===== src/hdl/rcbd_pkg.sv =====
package rcbd_pkg;

  localparam int unsigned CfgDataW = 32;
  localparam int unsigned UW       = 31;
  localparam int unsigned BcW      = 34;
  localparam int unsigned QW       = 31;
  localparam int unsigned DivSteps = 31;
  localparam int unsigned MidDepth = 4;
  localparam int unsigned MidPtrW  = 2;

  localparam logic [UW-1:0]  URstY  = UW'(32'd536870912);
  localparam logic [BcW-1:0] BcRstY = BcW'(-34'sd32768);

  typedef enum logic [2:0] {
    REG_CENTRE_X      = 3'd0,
    REG_CENTRE_Y      = 3'd1,
    REG_CENTRE_Z      = 3'd2,
    REG_AXIS_X        = 3'd3,
    REG_AXIS_Y        = 3'd4,
    REG_AXIS_Z        = 3'd5,
    REG_CONE_HEIGHT   = 3'd6,
    REG_BASE_DIAMETER = 3'd7
  } cfg_idx_e;

  typedef enum logic [2:0] {
    ST_IDLE,
    ST_SQUARE,
    ST_SQRT,
    ST_LOAD,
    ST_DIV,
    ST_MUL,
    ST_BASE
  } setup_state_e;

  typedef struct packed {
    logic signed [31:0] origin_x;
    logic signed [31:0] origin_y;
    logic signed [31:0] origin_z;
    logic signed [31:0] dir_x;
    logic signed [31:0] dir_y;
    logic signed [31:0] dir_z;
    logic [30:0]        max_distance;
  } ray_t;

  typedef struct packed {
    logic        hit;
    logic [30:0] hit_distance;
  } result_t;

  typedef struct packed {
    logic [2:0][UW-1:0]  u;
    logic [2:0][BcW-1:0] bc;
    logic [30:0]         base_diameter;
  } geom_t;

  typedef struct packed {
    logic                miss;
    logic [63:0]         num;
    logic [63:0]         den;
    logic [2:0][31:0]    dir;
    logic [2:0][BcW-1:0] tc;
    logic [30:0]         max_distance;
  } cls_t;

endpackage


===== src/hdl/rcbd_queue.sv =====
module rcbd_queue
  import rcbd_pkg::*;
(
  input  logic clk_i,
  input  logic rst_ni,
  input  logic wr_i,
  input  cls_t data_i,
  input  logic rd_i,
  output cls_t data_o,
  output logic empty_o,
  output logic full_o
);

  cls_t               mem_q [MidDepth];
  logic [MidPtrW-1:0] wp_q, rp_q;
  logic [MidPtrW:0]   cnt_q;

  always_ff @(posedge clk_i or negedge rst_ni) begin
    if (!rst_ni) begin
      wp_q  <= '0;
      rp_q  <= '0;
      cnt_q <= '0;
    end else begin
      if (wr_i) wp_q <= wp_q + 1'b1;
      if (rd_i) rp_q <= rp_q + 1'b1;
      cnt_q <= cnt_q + (MidPtrW+1)'(wr_i) - (MidPtrW+1)'(rd_i);
    end
  end

  always_ff @(posedge clk_i) begin
    if (wr_i) mem_q[wp_q] <= data_i;
  end

  assign data_o  = mem_q[rp_q];
  assign empty_o = cnt_q == '0;
  assign full_o  = cnt_q == (MidPtrW+1)'(MidDepth);

endmodule


===== config.mk =====
export PLATFORM = sky130hd
export DESIGN_NAME = rcbd_queue
export DESIGN_NICKNAME = d
export VERILOG_FILES = /design/src/hdl/rcbd_pkg.sv /design/src/hdl/rcbd_queue.sv
export SDC_FILE = /design/constraint.sdc
export NUM_CORES = 1
export LEC_CHECK = 0
export BUFFER_PORTS_ARGS = -buffer_cell sky130_fd_sc_hd__buf_2
export CAP_MARGIN = 20
export CORE_MARGIN = 4
export CORE_UTILIZATION = 57
export CTS_BUF_LIST = sky130_fd_sc_hd__clkbuf_8 sky130_fd_sc_hd__clkbuf_16
export DETAILED_ROUTE_END_ITERATION = 8
export PLACE_DENSITY_LB_ADDON = 0.2
export SYNTH_ARGS = -nofsm -noshare
export SYNTH_HDL_FRONTEND = slang
export SYNTH_SLANG_ARGS = --single-unit

===== constraint.sdc =====
create_clock -name clk_i -period 10.7 [get_ports clk_i]
set_clock_uncertainty 0.15 [all_clocks]
set_input_delay 2.14 -clock clk_i [delete_from_list [all_inputs] [get_ports clk_i]]
set_output_delay 2.14 -clock clk_i [all_outputs]
set_load 0.05 [all_outputs]

==> results.ini, run 1 <==
[run_status]
status=finished, final reports clean

[placement]
dpl.cell_count=3744
numPortBuffers=721
routabilityCongestion=0.803
dp_hpwl_mm=68.8

[route]
post-route-drc-count=0
vias=23600
drt_first_iter_violations=2313
dr.pass1.iters=5
ant_nets=0
routed_wl_mm=110
routed_via_density=5.84
wl_per_cell_microns=27.2

[flow_run]
max_cap_viol_count=0

[sta]
period_needed_ns=6.35
hold_viol=0
fmax_mhz=157
tns_ns=0
rsz0062_at_grt=false
period_share_pct=59.3
maxSlewHeadroom_pct=12.9
slew_violations=0
worst_slew_pin_slew_ns=1.31
hold_slack_ns=0.423
finalSetupViolations=0

[final_layout]
fillers=5563
area_delta_synth_final_pct=18.0
final_nets=3081
layout-drive-gt1-share_pct=46.2
multi_input_area_sq_um=8260
seqCellArea_sq_um=43200
final_cell_count_no_fill=4043
final_core_util_pct=68.0

[worst_setup_path]
crit_start=rp_q[1]
r2r_slack_ns=7.16
end_kind=output pin
critPathCapture=data_o[36]
reg2reg_to=mem_q[0][7]
critPathMaxFanout=143
r2r-start=wp_q[0]
worst_ep_required_time_ns=8.41
rr_worst_depth=5
critPathArrivalTime_ns=4.06
critPathKind=flop to output pin
cp-start-kind=flop

[cts]
clk_latency_ns=0.73
cts.sinks=1439
cts_tree=done
clockRootBuffer=clkbuf_16
numCtsBuffers=142
cts_resized=0
clkSlewWorstSetupHoldPaths_ns=0.06
hold_buffers=0
htree_levels=4
post_cts_buffers=0
clk_path_buf_depth=3

[synthesis]
syn_nets=2273
syn_area_per_cell_sq_um=27.3
syn_inst=1904
synthesis.area_sq_um=52100
ys_warn_count=0
synth-seq-cells=1439
async_flop_share_pct=0.486
synth_seq_area_share_pct=82.9
synth_cell_types=17
synth_flop_cell=edfxtp_1
synth_edf_count=1432

[worst_hold_path]
hold_path.class=flop to flop

[floorplan]
fp.dieArea_sq_um=96200
core-area_sq_um=90300
rows=110
start_util_pct=57.7
ios=722
die_height_microns=310
die_x_microns=310

[grt]
grt_first_pass_wirelength_mm=160
antenna_found_initial=65
grt_pass1_vias=24700
grt_start_max_net_pins=159
grt_overflow=0
grt_usage_pct=23.0

[power]
power.total_mw=20.0
p_per_area_nw_per_um2=326
p_leak_nw=20.9
peakVddDrop_v=0.000246

-- layer usage --
layer	global-route usage [%]	wire length, microns
met1	28.1	38900
met2	37.2	56300
met3	8.86	10600
met4	9.61	3950
met5	0	279
-- cells in the final DEF (no fill, tap or decap), types with 2 or more instances in the layout --
cell        count
clkinv_2       23
dfrtp_4         2
clkinvlp_4      3
clkbuf_16     145
dfrtp_1         5
bufinv_16       9
edfxtp_1     1432
and2_4          4
ha_1            6
clkinv_1       31
xor2_1          2
mux4_2        358
buf_2         721
nand2_1         2
buf_12         11
clkbuf_8        2
buf_4          12
inv_1          34
inv_6           7
xnor2_1         3
inv_16          3
diode_2        45
-- flip-flops by register name (all words and copies together) (netlist names) --
name / flops
cnt_q: 3
mem_q: 1432
rp_q: 2
wp_q: 2
-- metrics by stage --
stage / cell area (sq um) / worst slack, ns
after floorplan: 52100 / 3.57
after global placement: 56900 / 5.18
after detailed placement: 56900 / 5.20
after CTS: 61300 / 4.37
after global routing: 61400 / 4.18
final: 61400 / 4.35
-- critical path: stages, from the launching register on --
cell     delay, ns
dfrtp_4       0.89
buf_12        0.43
buf_4         0.73
mux4_2        0.44
buf_2         0.24
-- final cells by class --
cell class,count,share of cell area (%)
repair buffers,744,6.38
clock inverters,107,1.31
flip-flops and latches,1439,70.3
well taps,1176,2.40
multi-input cells,379,13.4
inverters,6,0.0367
clock buffers,147,5.95
diodes,45,0.183
-- power by group --
part / switching, mW / total, mW / internal (mW)
combinational: 5.52 / 7.66 / 2.14
clock: 2.00 / 4.70 / 2.70
sequential: 0.291 / 7.67 / 7.38
-- cell usage after synthesis, drive strengths merged (2+ instances only) --
library cell | instances | area (sq um)
buf | 73 | 581
xnor2 | 3 | 26.3
and2 | 4 | 25.0
dfrtp | 7 | 175
edfxtp | 1432 | 43000
xor2 | 2 | 17.5
mux4 | 358 | 8060
clkbuf | 7 | 26.3
inv | 6 | 22.5
nand2 | 2 | 7.51
ha | 6 | 75.1
-- cell families (layout without fill, tap and decap cells) --
| logic type | Yosys count | in the layout | share of synthesized area, % |
|---|---|---|---|
| AOI/OAI and AO/OA | 1 | 1 | 0.00961 |
| xor gates and xnor gates | 5 | 5 | 0.0841 |
| adders and majority gates | 7 | 7 | 0.183 |
| buffers and inverters | 86 | 1004 | 1.21 |
| DFF | 1439 | 1439 | 82.9 |
| muxes | 358 | 358 | 15.5 |
| other | 0 | 45 | 0 |
| and+or+nand+nor | 8 | 8 | 0.0841 |
-- worst min-delay path by stage --
| stage | cells past startpoint | slack [ns] | start | to |
|---|---|---|---|---|
| 3_3_place_gp | 1 | 0.36 | wp_q[0] | wp_q[0] |
| 5_1_grt | 1 | 0.44 | wp_q[0] | wp_q[0] |
| 2_1_floorplan | 1 | 0.34 | wp_q[0] | wp_q[0] |
| 3_5_place_dp | 1 | 0.41 | wp_q[0] | wp_q[0] |
| 6_report | 1 | 0.42 | wp_q[0] | wp_q[0] |
| 4_1_cts | 1 | 0.42 | wp_q[0] | wp_q[0] |
Power figures use the tool's default switching activity.
==> inputs of run 2 (changes only) <==
clock period = 6.7 ns   (was 10.7 ns; I/O delays follow)
==> results.ini, run 2 (synthesized netlist as in run 1, its figures left out) <==
[run_status]
status=finished, final reports clean  ; unchanged

[grt]
grt_pass1_vias=25000  ; was 24700
grt_start_max_net_pins=155  ; was 159
antenna_found_initial=68  ; was 65
grt_first_pass_wirelength_mm=162  ; was 160 mm
grt_usage_pct=23.3  ; was 23.0%
grt_overflow=0  ; unchanged

[floorplan]
die_x_microns=310  ; unchanged
core-area_sq_um=90300  ; unchanged
rows=110  ; unchanged
ios=722  ; unchanged
start_util_pct=57.7  ; unchanged
fp.dieArea_sq_um=96200  ; unchanged
die_height_microns=310  ; unchanged

[sta]
period_needed_ns=4.83
worst_slew_pin_slew_ns=1.17  ; was 1.31 ns
fin_ws_ns=1.87  ; was 4.35 ns
period_share_pct=72.1
slew_violations=0  ; unchanged
maxSlewHeadroom_pct=21.9  ; was 12.9%
finalSetupViolations=0  ; unchanged
hold_slack_ns=0.288  ; was 0.423 ns
hold_viol=0  ; unchanged
rsz0062_at_grt=false  ; unchanged
tns_ns=0  ; unchanged
fmax_mhz=207

[route]
drt_first_iter_violations=2237  ; was 2313
routed_via_density=5.80  ; was 5.84
routed_wl_mm=113  ; was 110 mm
post-route-drc-count=0  ; unchanged
dr.pass1.iters=7  ; was 5
vias=23500  ; was 23600
ant_nets=0  ; unchanged
wl_per_cell_microns=27.9  ; was 27.2 microns

[placement]
routabilityCongestion=0.778  ; was 0.803
dp_hpwl_mm=69.3  ; was 68.8 mm
pre_cts_slack_ns=2.55  ; was 5.20 ns
numPortBuffers=721  ; unchanged

[final_layout]
final_core_util_pct=68.3  ; was 68.0%
final_cell_mix=edfxtp_1, buf_2, mux4_2  ; unchanged
final_common_cell=edfxtp_1  ; unchanged
fillers=5538  ; was 5563
largest-register=mem_q  ; unchanged
top_regs=mem_q x1432, cnt_q x3  ; unchanged
layout-drive-gt1-share_pct=46.5  ; was 46.2%
area_delta_synth_final_pct=18.4  ; was 18.0%
largest_reg_flops=1432  ; unchanged
final_nets=3088  ; was 3081

[power]
p_leak_nw=21.0  ; was 20.9 nW
peakVddDrop_v=0.000442  ; was 0.000246 V
p_per_area_nw_per_um2=525  ; was 326 nW/um^2
power.total_mw=32.3  ; was 20.0 mW

[cts]
hold_buffers=0  ; unchanged
clockRootBuffer=clkbuf_16  ; unchanged
cts_resized=0  ; unchanged
cts_tree=done  ; unchanged
cts.sinks=1439  ; unchanged
clk_path_buf_depth=3  ; unchanged
numCtsBuffers=141  ; was 142
clk_latency_ns=0.73  ; about the same
post_cts_buffers=0  ; unchanged
clkSlewWorstSetupHoldPaths_ns=0.06  ; about the same
htree_levels=4  ; unchanged

[worst_setup_path]
end_kind=output pin  ; unchanged
r2r-start=wp_q[1]  ; was wp_q[0]
cp-start-kind=flop  ; unchanged
critPathKind=flop to output pin  ; unchanged
reg2reg_to=mem_q[1][94]  ; was mem_q[0][7]
worst_ep_required_time_ns=5.21  ; was 8.41 ns
critPathArrivalTime_ns=3.34  ; was 4.06 ns
crit_start=rp_q[0]  ; was rp_q[1]
r2r_slack_ns=3.82  ; was 7.16 ns
critPathMaxFanout=40  ; was 143
rr_worst_depth=4  ; was 5
critPathCapture=data_o[36]  ; unchanged

[worst_hold_path]
hold_path.class=input pin to asynchronous set/reset pin  ; was flop to flop

[flow_run]
max_cap_viol_count=0  ; unchanged

==> run 2: cell count changes in the layout (fill, tap and decap cells not counted), moves of 2 or more <==
cell	change
bufinv_16	+6
clkinv_2	-7
diode_2	-2
clkinvlp_4	+2
inv_1	-4
clkinv_1	-5
buf_12	+4
buf_4	+4
==> run 2: worst min-delay path by stage <==
stage	end	slack [ns]	cells after the start
finish	cnt_q[1]	0.29	1
global route	cnt_q[1]	0.25	1
CTS	cnt_q[1]	0.22	1
detailed placement	wp_q[0]	0.39	1
global placement	wp_q[0]	0.36	1
floorplan	wp_q[0]	0.34	1
==> run 2: power by group <==
part           switching [mW]  internal, mW  total [mW]
sequential              0.510          11.8        12.3
combinational            8.86          3.44        12.3
clock                    3.23          4.53        7.75
total                    12.6          19.7        32.3
==> run 2: per-stage QoR <==
stage | cells | instance area, sq um
after floorplan | 1904 | 52100
after global placement | 3752 | 57000
after detailed placement | 3752 | 57000
after CTS | 3998 | 61500
after global routing | 4021 | 61600
final | 4041 | 61600
==> run 2: final cells by class <==
type,count,area (sq um),share of cell area (%)
repair buffers,752,4030,6.54
multi-input cells,379,8260,13.4
well taps,1176,1470,2.39
inverters,6,22.5,0.0365
flip-flops and latches,1439,43200,70.1
diodes,43,108,0.175
clock buffers,147,3640,5.91
clock inverters,99,922,1.50
==> run 2: routing by layer <==
layer  GRT usage, %  vias up  routed length, microns
li1               -    10000                       -
met1           28.2    12300                   39700
met2           38.1      901                   57800
met3           8.81      250                   10600
met4           10.2       42                    4450
met5              0        -                     292
==> run 2: worst max-delay path, stage by stage (launching register included) <==
cell and delay [ns]:
dfrtp_4 0.96, buf_4 0.71, mux4_2 0.63, buf_2 0.24
